===== src/rtl/rgbycc_pkg.sv =====
// Package for the RGB to YCbCr 4:2:2 pair converter.
// Holds the coefficients, offsets and the types shared by the lane, merge and top modules.
// No dependencies.
package rgbycc_pkg;

    localparam int unsigned CHAN_W = 8;
    localparam int unsigned COEF_W = 14;
    localparam int unsigned SUM_W  = 16;

    localparam logic signed [COEF_W-1:0] COEF_Y_R  = 14'sd2449;
    localparam logic signed [COEF_W-1:0] COEF_Y_G  = 14'sd4808;
    localparam logic signed [COEF_W-1:0] COEF_Y_B  = 14'sd933;
    localparam logic signed [COEF_W-1:0] COEF_CB_R = -14'sd691;
    localparam logic signed [COEF_W-1:0] COEF_CB_G = -14'sd1356;
    localparam logic signed [COEF_W-1:0] COEF_CB_B = 14'sd2048;
    localparam logic signed [COEF_W-1:0] COEF_CR_R = 14'sd2048;
    localparam logic signed [COEF_W-1:0] COEF_CR_G = -14'sd1714;
    localparam logic signed [COEF_W-1:0] COEF_CR_B = -14'sd333;

    localparam logic [SUM_W-1:0] OFFSET_Y = 16'd16;
    localparam logic [SUM_W-1:0] OFFSET_C = 16'd4112;

    typedef struct packed {
        logic [CHAN_W-1:0] red;
        logic [CHAN_W-1:0] green;
        logic [CHAN_W-1:0] blue;
    } pixel_t;

    typedef struct packed {
        logic [SUM_W-1:0] y_r;
        logic [SUM_W-1:0] y_g;
        logic [SUM_W-1:0] y_b;
        logic [SUM_W-1:0] cb_r;
        logic [SUM_W-1:0] cb_g;
        logic [SUM_W-1:0] cb_b;
        logic [SUM_W-1:0] cr_r;
        logic [SUM_W-1:0] cr_g;
        logic [SUM_W-1:0] cr_b;
    } prod_t;

    typedef struct packed {
        logic [CHAN_W-1:0] luma_first;
        logic [CHAN_W-1:0] luma_second;
        logic [CHAN_W-1:0] chroma_blue;
        logic [CHAN_W-1:0] chroma_red;
        logic              last_out;
    } ycc_t;

endpackage


===== src/rtl/rgbycc_in_if.sv =====
// Interface for the RGB pixel pair channel.
// Depends on nothing; carries valid, ready and the pair payload.
interface rgbycc_in_if;
    logic       valid;
    logic       ready;
    logic [7:0] red_first;
    logic [7:0] green_first;
    logic [7:0] blue_first;
    logic [7:0] red_second;
    logic [7:0] green_second;
    logic [7:0] blue_second;
    logic       last_pair;

    modport source (
        output valid, red_first, green_first, blue_first,
        output red_second, green_second, blue_second, last_pair,
        input  ready
    );

    modport sink (
        input  valid, red_first, green_first, blue_first,
        input  red_second, green_second, blue_second, last_pair,
        output ready
    );
endinterface


===== src/rtl/rgbycc_out_if.sv =====
// Interface for the YCbCr 4:2:2 result channel.
// Depends on nothing; carries valid, ready and the converted payload.
interface rgbycc_out_if;
    logic       valid;
    logic       ready;
    logic [7:0] luma_first;
    logic [7:0] luma_second;
    logic [7:0] chroma_blue;
    logic [7:0] chroma_red;
    logic       last_out;

    modport source (
        output valid, luma_first, luma_second, chroma_blue, chroma_red, last_out,
        input  ready
    );

    modport sink (
        input  valid, luma_first, luma_second, chroma_blue, chroma_red, last_out,
        output ready
    );
endinterface


===== src/rtl/rgbycc_lane.sv =====
// One pixel lane: the nine rounded coefficient products of one RGB pixel.
// Depends on rgbycc_pkg; the products are registered when load is high.
module rgbycc_lane
    import rgbycc_pkg::*;
(
    input  logic   clk,
    input  logic   load,
    input  pixel_t pixel,
    output prod_t  prod
);

    prod_t prod_reg;
    prod_t prod_next;

    // Rounded product floor((c * k + 128) / 256), kept modulo 2^16.
    function automatic logic [SUM_W-1:0] mul_round(
        input logic [CHAN_W-1:0]        c,
        input logic signed [COEF_W-1:0] k
    );
        logic signed [CHAN_W+COEF_W:0] full;
        logic signed [CHAN_W+COEF_W:0] rnd;
        logic signed [CHAN_W+COEF_W:0] shr;
        full = (CHAN_W + COEF_W + 1)'($signed({1'b0, c})) * (CHAN_W + COEF_W + 1)'(k);
        rnd  = full + 23'sd128;
        shr  = rnd >>> 8;
        return shr[SUM_W-1:0];
    endfunction

    always_comb
    begin
        prod_next.y_r  = mul_round(pixel.red,   COEF_Y_R);
        prod_next.y_g  = mul_round(pixel.green, COEF_Y_G);
        prod_next.y_b  = mul_round(pixel.blue,  COEF_Y_B);
        prod_next.cb_r = mul_round(pixel.red,   COEF_CB_R);
        prod_next.cb_g = mul_round(pixel.green, COEF_CB_G);
        prod_next.cb_b = mul_round(pixel.blue,  COEF_CB_B);
        prod_next.cr_r = mul_round(pixel.red,   COEF_CR_R);
        prod_next.cr_g = mul_round(pixel.green, COEF_CR_G);
        prod_next.cr_b = mul_round(pixel.blue,  COEF_CR_B);
    end

    always_ff @(posedge clk)
    begin
        if (load)
        begin
            prod_reg <= prod_next;
        end
    end

    assign prod = prod_reg;

endmodule


===== src/rtl/rgbycc_merge.sv =====
// Merge stage: sums the lane products, averages chroma over the pair and clamps.
// Depends on rgbycc_pkg; the result is registered when load is high.
module rgbycc_merge
    import rgbycc_pkg::*;
(
    input  logic  clk,
    input  logic  load,
    input  prod_t prod_first,
    input  prod_t prod_second,
    input  logic  last_pair,
    output ycc_t  result
);

    ycc_t result_reg;
    ycc_t result_next;

    logic [SUM_W-1:0] y0_sum;
    logic [SUM_W-1:0] y1_sum;
    logic [SUM_W-1:0] cb_sum;
    logic [SUM_W-1:0] cr_sum;

    // A negative lane gives zero; above 255 after the shift gives 255.
    function automatic logic [CHAN_W-1:0] pack_lane(input logic [SUM_W-1:0] lane);
        logic [CHAN_W-1:0] packed_val;
        if (lane[SUM_W-1])
        begin
            packed_val = '0;
        end
        else if (|lane[SUM_W-2:CHAN_W+5])
        begin
            packed_val = '1;
        end
        else
        begin
            packed_val = lane[CHAN_W+4:5];
        end
        return packed_val;
    endfunction

    always_comb
    begin
        y0_sum = OFFSET_Y + prod_first.y_r + prod_first.y_g + prod_first.y_b;
        y1_sum = OFFSET_Y + prod_second.y_r + prod_second.y_g + prod_second.y_b;
        cb_sum = OFFSET_C + prod_first.cb_r + prod_first.cb_g + prod_first.cb_b
                 + prod_second.cb_r + prod_second.cb_g + prod_second.cb_b;
        cr_sum = OFFSET_C + prod_first.cr_r + prod_first.cr_g + prod_first.cr_b
                 + prod_second.cr_r + prod_second.cr_g + prod_second.cr_b;

        result_next.luma_first  = pack_lane(y0_sum);
        result_next.luma_second = pack_lane(y1_sum);
        result_next.chroma_blue = pack_lane(cb_sum);
        result_next.chroma_red  = pack_lane(cr_sum);
        result_next.last_out    = last_pair;
    end

    always_ff @(posedge clk)
    begin
        if (load)
        begin
            result_reg <= result_next;
        end
    end

    assign result = result_reg;

endmodule


===== src/rtl/rgb_to_ycbcr_422_pair.sv =====
// Top level of the RGB to YCbCr 4:2:2 pair converter.
// Depends on rgbycc_pkg, rgbycc_in_if, rgbycc_out_if, rgbycc_lane and rgbycc_merge.
//
// Each transaction on pix carries two adjacent RGB pixels and gives one transaction on
// ycc with two luma values and one Cb and one Cr shared by the pair. The block takes a
// new pair every clock cycle while ycc does not stall it; its pipeline holds the two
// pixel lanes, which form all coefficient products in parallel, then the merge stage,
// which sums, averages the chroma over the pair and clamps. The output stage is a
// register, so pix stays ready while a result waits as long as the lane stage is free.
module rgb_to_ycbcr_422_pair
    import rgbycc_pkg::*;
(
    input  logic         clk,
    input  logic         rst_n,
    rgbycc_in_if.sink    pix,
    rgbycc_out_if.source ycc
);

    logic   s1_valid_reg;
    logic   s1_valid_next;
    logic   s1_last_reg;
    logic   out_valid_reg;
    logic   out_valid_next;
    logic   out_ok;
    logic   s1_load;
    logic   s2_load;
    pixel_t pixel_first;
    pixel_t pixel_second;
    prod_t  prod_first;
    prod_t  prod_second;
    ycc_t   result;

    assign out_ok     = !out_valid_reg || ycc.ready;
    assign pix.ready  = !s1_valid_reg || out_ok;
    assign s1_load    = pix.valid && pix.ready;
    assign s2_load    = s1_valid_reg && out_ok;

    assign pixel_first  = '{red: pix.red_first, green: pix.green_first,
                            blue: pix.blue_first};
    assign pixel_second = '{red: pix.red_second, green: pix.green_second,
                            blue: pix.blue_second};

    always_comb
    begin
        s1_valid_next  = s1_valid_reg;
        out_valid_next = out_valid_reg;
        if (pix.ready)
        begin
            s1_valid_next = pix.valid;
        end
        if (out_ok)
        begin
            out_valid_next = s1_valid_reg;
        end
    end

    always_ff @(posedge clk or negedge rst_n)
    begin
        if (!rst_n)
        begin
            s1_valid_reg  <= 1'b0;
            out_valid_reg <= 1'b0;
        end
        else
        begin
            s1_valid_reg  <= s1_valid_next;
            out_valid_reg <= out_valid_next;
        end
    end

    always_ff @(posedge clk)
    begin
        if (s1_load)
        begin
            s1_last_reg <= pix.last_pair;
        end
    end

    rgbycc_lane u_lane_first (
        .clk   (clk),
        .load  (s1_load),
        .pixel (pixel_first),
        .prod  (prod_first)
    );

    rgbycc_lane u_lane_second (
        .clk   (clk),
        .load  (s1_load),
        .pixel (pixel_second),
        .prod  (prod_second)
    );

    rgbycc_merge u_merge (
        .clk         (clk),
        .load        (s2_load),
        .prod_first  (prod_first),
        .prod_second (prod_second),
        .last_pair   (s1_last_reg),
        .result      (result)
    );

    assign ycc.valid       = out_valid_reg;
    assign ycc.luma_first  = result.luma_first;
    assign ycc.luma_second = result.luma_second;
    assign ycc.chroma_blue = result.chroma_blue;
    assign ycc.chroma_red  = result.chroma_red;
    assign ycc.last_out    = result.last_out;

`ifndef SYNTHESIS
    a_accept_fills_lanes: assert property (
        @(posedge clk) disable iff (!rst_n)
        s1_load |=> s1_valid_reg
    ) else $error("Accepted transaction did not reach the lane stage.");

    a_lane_holds_on_stall: assert property (
        @(posedge clk) disable iff (!rst_n)
        (s1_valid_reg && ycc.valid && !ycc.ready) |=> (s1_valid_reg && $stable(s1_last_reg))
    ) else $error("Lane stage lost or changed a transaction while the output stalled.");

    a_merge_moves_last: assert property (
        @(posedge clk) disable iff (!rst_n)
        s2_load |=> (ycc.valid && ycc.last_out == $past(s1_last_reg))
    ) else $error("Merge stage did not forward the transaction with its last flag.");
`endif

endmodule


===== src/flat_wrapper.sv =====
// flat-port wrapper written by rule: the top's interface ports become plain ports
module rgb_to_ycbcr_422_pair_flat import rgbycc_pkg::*;
  (clk, rst_n, pix_valid, pix_red_first, pix_green_first, pix_blue_first, pix_red_second, pix_green_second, pix_blue_second, pix_last_pair, pix_ready, ycc_valid, ycc_luma_first, ycc_luma_second, ycc_chroma_blue, ycc_chroma_red, ycc_last_out, ycc_ready);
  rgbycc_in_if pix_i ();
  rgbycc_out_if ycc_i ();
  input  logic clk;
  input  logic rst_n;
  input wire logic [$bits(pix_i.valid)-1:0] pix_valid;
  input wire logic [$bits(pix_i.red_first)-1:0] pix_red_first;
  input wire logic [$bits(pix_i.green_first)-1:0] pix_green_first;
  input wire logic [$bits(pix_i.blue_first)-1:0] pix_blue_first;
  input wire logic [$bits(pix_i.red_second)-1:0] pix_red_second;
  input wire logic [$bits(pix_i.green_second)-1:0] pix_green_second;
  input wire logic [$bits(pix_i.blue_second)-1:0] pix_blue_second;
  input wire logic [$bits(pix_i.last_pair)-1:0] pix_last_pair;
  output wire logic [$bits(pix_i.ready)-1:0] pix_ready;
  output wire logic [$bits(ycc_i.valid)-1:0] ycc_valid;
  output wire logic [$bits(ycc_i.luma_first)-1:0] ycc_luma_first;
  output wire logic [$bits(ycc_i.luma_second)-1:0] ycc_luma_second;
  output wire logic [$bits(ycc_i.chroma_blue)-1:0] ycc_chroma_blue;
  output wire logic [$bits(ycc_i.chroma_red)-1:0] ycc_chroma_red;
  output wire logic [$bits(ycc_i.last_out)-1:0] ycc_last_out;
  input wire logic [$bits(ycc_i.ready)-1:0] ycc_ready;
  assign pix_i.valid = pix_valid;
  assign pix_i.red_first = pix_red_first;
  assign pix_i.green_first = pix_green_first;
  assign pix_i.blue_first = pix_blue_first;
  assign pix_i.red_second = pix_red_second;
  assign pix_i.green_second = pix_green_second;
  assign pix_i.blue_second = pix_blue_second;
  assign pix_i.last_pair = pix_last_pair;
  assign pix_ready = pix_i.ready;
  assign ycc_valid = ycc_i.valid;
  assign ycc_luma_first = ycc_i.luma_first;
  assign ycc_luma_second = ycc_i.luma_second;
  assign ycc_chroma_blue = ycc_i.chroma_blue;
  assign ycc_chroma_red = ycc_i.chroma_red;
  assign ycc_last_out = ycc_i.last_out;
  assign ycc_i.ready = ycc_ready;
  rgb_to_ycbcr_422_pair u_core (.clk(clk), .rst_n(rst_n), .pix(pix_i), .ycc(ycc_i));
endmodule

===== config.mk =====
export PLATFORM = sky130hd
export DESIGN_NAME = rgb_to_ycbcr_422_pair_flat
export DESIGN_NICKNAME = d
export VERILOG_FILES = /design/src/rtl/rgbycc_pkg.sv /design/src/rtl/rgbycc_in_if.sv /design/src/rtl/rgbycc_out_if.sv /design/src/rtl/rgbycc_lane.sv /design/src/rtl/rgbycc_merge.sv /design/src/rtl/rgb_to_ycbcr_422_pair.sv /design/src/flat_wrapper.sv
export SDC_FILE = /design/constraint.sdc
export NUM_CORES = 2
export LEC_CHECK = 0
export BUFFER_PORTS_ARGS = -buffer_cell sky130_fd_sc_hd__buf_2
export CORE_ASPECT_RATIO = 1.1
export CORE_MARGIN = 4
export CORE_UTILIZATION = 45
export DETAILED_ROUTE_END_ITERATION = 10
export PLACE_DENSITY = 0.66
export SYNTH_ARGS = -nofsm -noshare
export SYNTH_HDL_FRONTEND = slang
export SYNTH_SLANG_ARGS = --single-unit

===== constraint.sdc =====
create_clock -name clk -period 9.59 [get_ports clk]
set_input_delay 1.918 -clock clk [delete_from_list [all_inputs] [get_ports clk]]
set_output_delay 1.918 -clock clk [all_outputs]
set_load 0.03 [all_outputs]

==> flow_results.org <==
** Finish
- Filler cell count :: 7,274
- Measured on the finished design, the core utilization comes to 49.0%.
- Seq. cell area :: 7440 um2
- From synthesis to final layout, the design area changed by 7.76%.
- In the final layout, the multi-input gates occupy 25,400 um2.
- Of the cells placed in the final design, the portion with a size suffix greater than 1 is 5.16%.
- At the end of the flow, the number of nets in the layout was 4,766.

** Outcome
- Result of the run :: finished clean

** Yosys
- Counting every net in the synthesized netlist gives 4,654.
- The synthesized design contains 248 register bits.
- Average instance area after synthesis :: 10.4 um2
- Async set or reset register ratio after synthesis :: 0.806%
- Count of flip-flops with a built-in enable after synthesis :: 246
- Number of warnings reported in the yosys synthesis log :: 0
- Cells after synthesis :: 3,452
- Sequential area share after synthesis :: 20.7%
- Yosys attributes the largest share of cell area to sky130_fd_sc_hd__ha_1 (26%), sky130_fd_sc_hd__fa_1 (23%), sky130_fd_sc_hd__edfxtp_1 (21%).
- Cell type contributing the most total cell area after synthesis :: sky130_fd_sc_hd__ha_1
- Post-synthesis instance area :: 36,000 um2
- Distinct cell type count of the synthesized netlist :: 83
- Yosys top cell area share :: 25.8%
- Among all flip-flop cells after synthesis, the most frequent one is sky130_fd_sc_hd__edfxtp_1.

** Routing
- For this run, design rule violations remaining after detail routing come to 0.
- After detailed routing, the number of vias per cell comes to 5.00.
- Post-route antenna net violation count :: 0
- In the final routed layout, each cell accounts on average for 15.8 um.
- Across all layers, the routed design uses 23,200 vias.
- For this block, the initial DRC count from the detailed router was 908.
- Summed over all layers, the routed wires come to 73,400 um.
- Count of TritonRoute iterations in the first routing pass :: 5

** Timing
- Setup repair after global routing left no endpoint under its margin.
- Achievable Freq :: 0.151 GHz
- Summed over all failing endpoints, the final setup total negative slack is 0 ns.
- Hold WS :: 0.419 ns
- Final Hold Viols :: 0
- Final Skew :: 0.0183 ns
- The clock period could shrink to 6.64 ns.
- The max-slew violation count was 0.
- Measured against its own limit, the worst slew margin works out to 28.3%.
- Setup violations remaining at the end of the flow were counted as 0.
- Dividing the final minimum period by the clock period gives 69.2%.
- At the pin with the least slew margin, the transition time is 1.06 ns.

** Worst setup path
- Data required time at the worst endpoint :: 9.90 ns
- STA classifies the critical path startpoint as an input port.
- For the worst flop-to-flop path, the logic depth is 15.
- Type of destination of the critical path :: register
- The setup check on the worst reg-to-reg path leaves a slack of 4.24 ns.
- Critical path class :: input port to register
- Data arrival, critical path :: 6.95 ns
- Along the worst path, the maximum fanout reaches 14.

** Die
- FP Rows :: 108
- Die Width :: 278 um
- The floorplan step defined a die boundary enclosing 84,600 um2.
- Ports placed on the boundary :: 88
- DIE HEIGHT :: 305 um
- Initial core utilization :: 45.5%
- The region available for standard cell placement spans 79,200 um2.

** Run
- Max Cap Viol :: 0

** Place
- At the end of routability-driven placement, the weighted congestion stood at 0.899.
- Port Buf Inserts :: 87
- The HPWL after detailed placement is 62,300 um.

** Global routing
- Global routing used 17.7% of the available tracks.
- Antenna violations before repair :: 12
- The via count of the first global-routing pass is 24,400.
- Pin count of the biggest net entering global routing :: 63
- The first global-routing pass estimated 123,000 um of wire.
- Global route overflow :: 0

** Clocking
- In this run, post-CTS repair resized a total of 0 instances.
- CTS Root Cell :: sky130_fd_sc_hd__clkbuf_16
- Number of post-CTS setup repair buffers :: 0
- Clk slew on worst S/H paths :: 0.06 ns
- Number of buffers on the longest clock path :: 3
- Source-to-sink clock delay at the later pin of the worst-skew pair :: 0.58 ns
- TritonCTS built the clock tree.
- The number of clock buffers added by TritonCTS is 31.
- Quantity of hold-fixing buffers added after cts :: 0
- The clock drives 248 sinks.
- CTS built an H-tree with a depth of 1.

** Hold path
- The worst hold path passes through 0 cells.
- Path class of the lowest-slack min-delay path :: register to register
-- path summary, 6_finish.rpt --
check / start / end
min in group asynchronous: rst_n / u_core.s1_valid_reg
min reg2reg: u_core.s1_last_reg / u_core.u_merge.result[0]
max reg2reg: u_core.u_lane_first.prod[36] / u_core.u_merge.result[8]
max in group asynchronous: rst_n / u_core.ycc.valid
min: u_core.s1_last_reg / u_core.u_merge.result[0]
max: pix_green_second[1] / u_core.u_lane_second.prod[28]
-- final cells by class --
class	count	share of cell area, %
inverters	839	8.12
repair buffers	90	1.18
flip-flops and latches	248	19.2
well taps	1045	3.37
diodes	5	0.0322
clock inverters	24	0.732
multi-input cells	2354	65.4
clock buffers	33	2.02
-- cell families after synthesis --
logic type / count (synthesis) / share of synthesized area, %
flops: 248 / 20.7
simple gates: 511 / 7.17
mux: 6 / 0.167
compound gates: 400 / 7.69
buf+inv: 850 / 8.90
xor+xnor: 287 / 6.98
fa+ha+maj: 1150 / 48.4
-- critical path, cell delays in order --
cell,delay [ns]
sky130_fd_sc_hd__buf_2,0.23
sky130_fd_sc_hd__fa_1,0.73
sky130_fd_sc_hd__inv_1,0.15
sky130_fd_sc_hd__fa_1,0.74
sky130_fd_sc_hd__fa_1,0.50
sky130_fd_sc_hd__fa_1,0.52
sky130_fd_sc_hd__inv_1,0.04
sky130_fd_sc_hd__ha_1,0.36
sky130_fd_sc_hd__xor2_1,0.26
sky130_fd_sc_hd__or4b_1,0.45
sky130_fd_sc_hd__a211o_1,0.24
sky130_fd_sc_hd__o211ai_1,0.12
sky130_fd_sc_hd__nand4_2,0.15
sky130_fd_sc_hd__o21a_1,0.23
sky130_fd_sc_hd__a211oi_2,0.23
sky130_fd_sc_hd__xnor2_1,0.09
-- layer usage --
| layer | track usage [%] | part of all wire (%) |
|---|---|---|
| met2 | 31.3 | 50 |
| met3 | 1.64 | 3.1 |
| met4 | 4.75 | 2.9 |
| met1 | 23.4 | 44 |
| met5 | 0 | 0.029 |
-- per-stage QoR --
step	instance area, um2	instances	worst slack [ns]
4_1_cts	38800	4633	3.00
2_1_floorplan	36000	3452	1.85
6_report	38800	4638	2.95
5_1_grt	38800	4638	2.66
3_5_place_dp	37700	4576	2.37
3_3_place_gp	37700	4576	2.46
-- cells in the mapped netlist (8+ instances only) --
cell type	count
sky130_fd_sc_hd__a21o_1	35
sky130_fd_sc_hd__o21a_1	47
sky130_fd_sc_hd__xor2_1	90
sky130_fd_sc_hd__nand2_1	79
sky130_fd_sc_hd__a21boi_0	12
sky130_fd_sc_hd__xnor2_1	197
sky130_fd_sc_hd__nor3_1	71
sky130_fd_sc_hd__a211oi_1	11
sky130_fd_sc_hd__edfxtp_1	246
sky130_fd_sc_hd__a31oi_1	18
sky130_fd_sc_hd__or3_1	16
sky130_fd_sc_hd__nand3_1	52
sky130_fd_sc_hd__and3_1	31
sky130_fd_sc_hd__fa_1	407
sky130_fd_sc_hd__nand4_1	9
sky130_fd_sc_hd__a21oi_1	108
sky130_fd_sc_hd__ha_1	742
sky130_fd_sc_hd__nand2b_1	13
sky130_fd_sc_hd__or2_2	10
sky130_fd_sc_hd__o21ai_0	53
sky130_fd_sc_hd__o21bai_1	18
sky130_fd_sc_hd__inv_1	839
sky130_fd_sc_hd__and2_1	21
sky130_fd_sc_hd__nor2b_1	34
sky130_fd_sc_hd__clkbuf_1	8
sky130_fd_sc_hd__nor2_1	139
-- layout by cell type, fill, tap and decap left out, drive strengths merged, types with 34 or more instances in the layout --
| cell type | Yosys | routed |
|---|---|---|
| inv | 839 | 844 |
| ha | 742 | 742 |
| fa | 407 | 407 |
| edfxtp | 246 | 246 |
| xnor2 | 197 | 197 |
| nor2 | 140 | 140 |
| a21oi | 108 | 108 |
| xor2 | 90 | 90 |
| buf | 3 | 90 |
| nand2 | 79 | 79 |
| nor3 | 71 | 71 |
| o21ai | 59 | 59 |
| nand3 | 52 | 52 |
| o21a | 47 | 47 |
| a21o | 35 | 35 |
| nor2b | 34 | 34 |
Power is not shown: default switching activity piles up to over one toggle a cycle in this logic, so the estimate is an artifact.
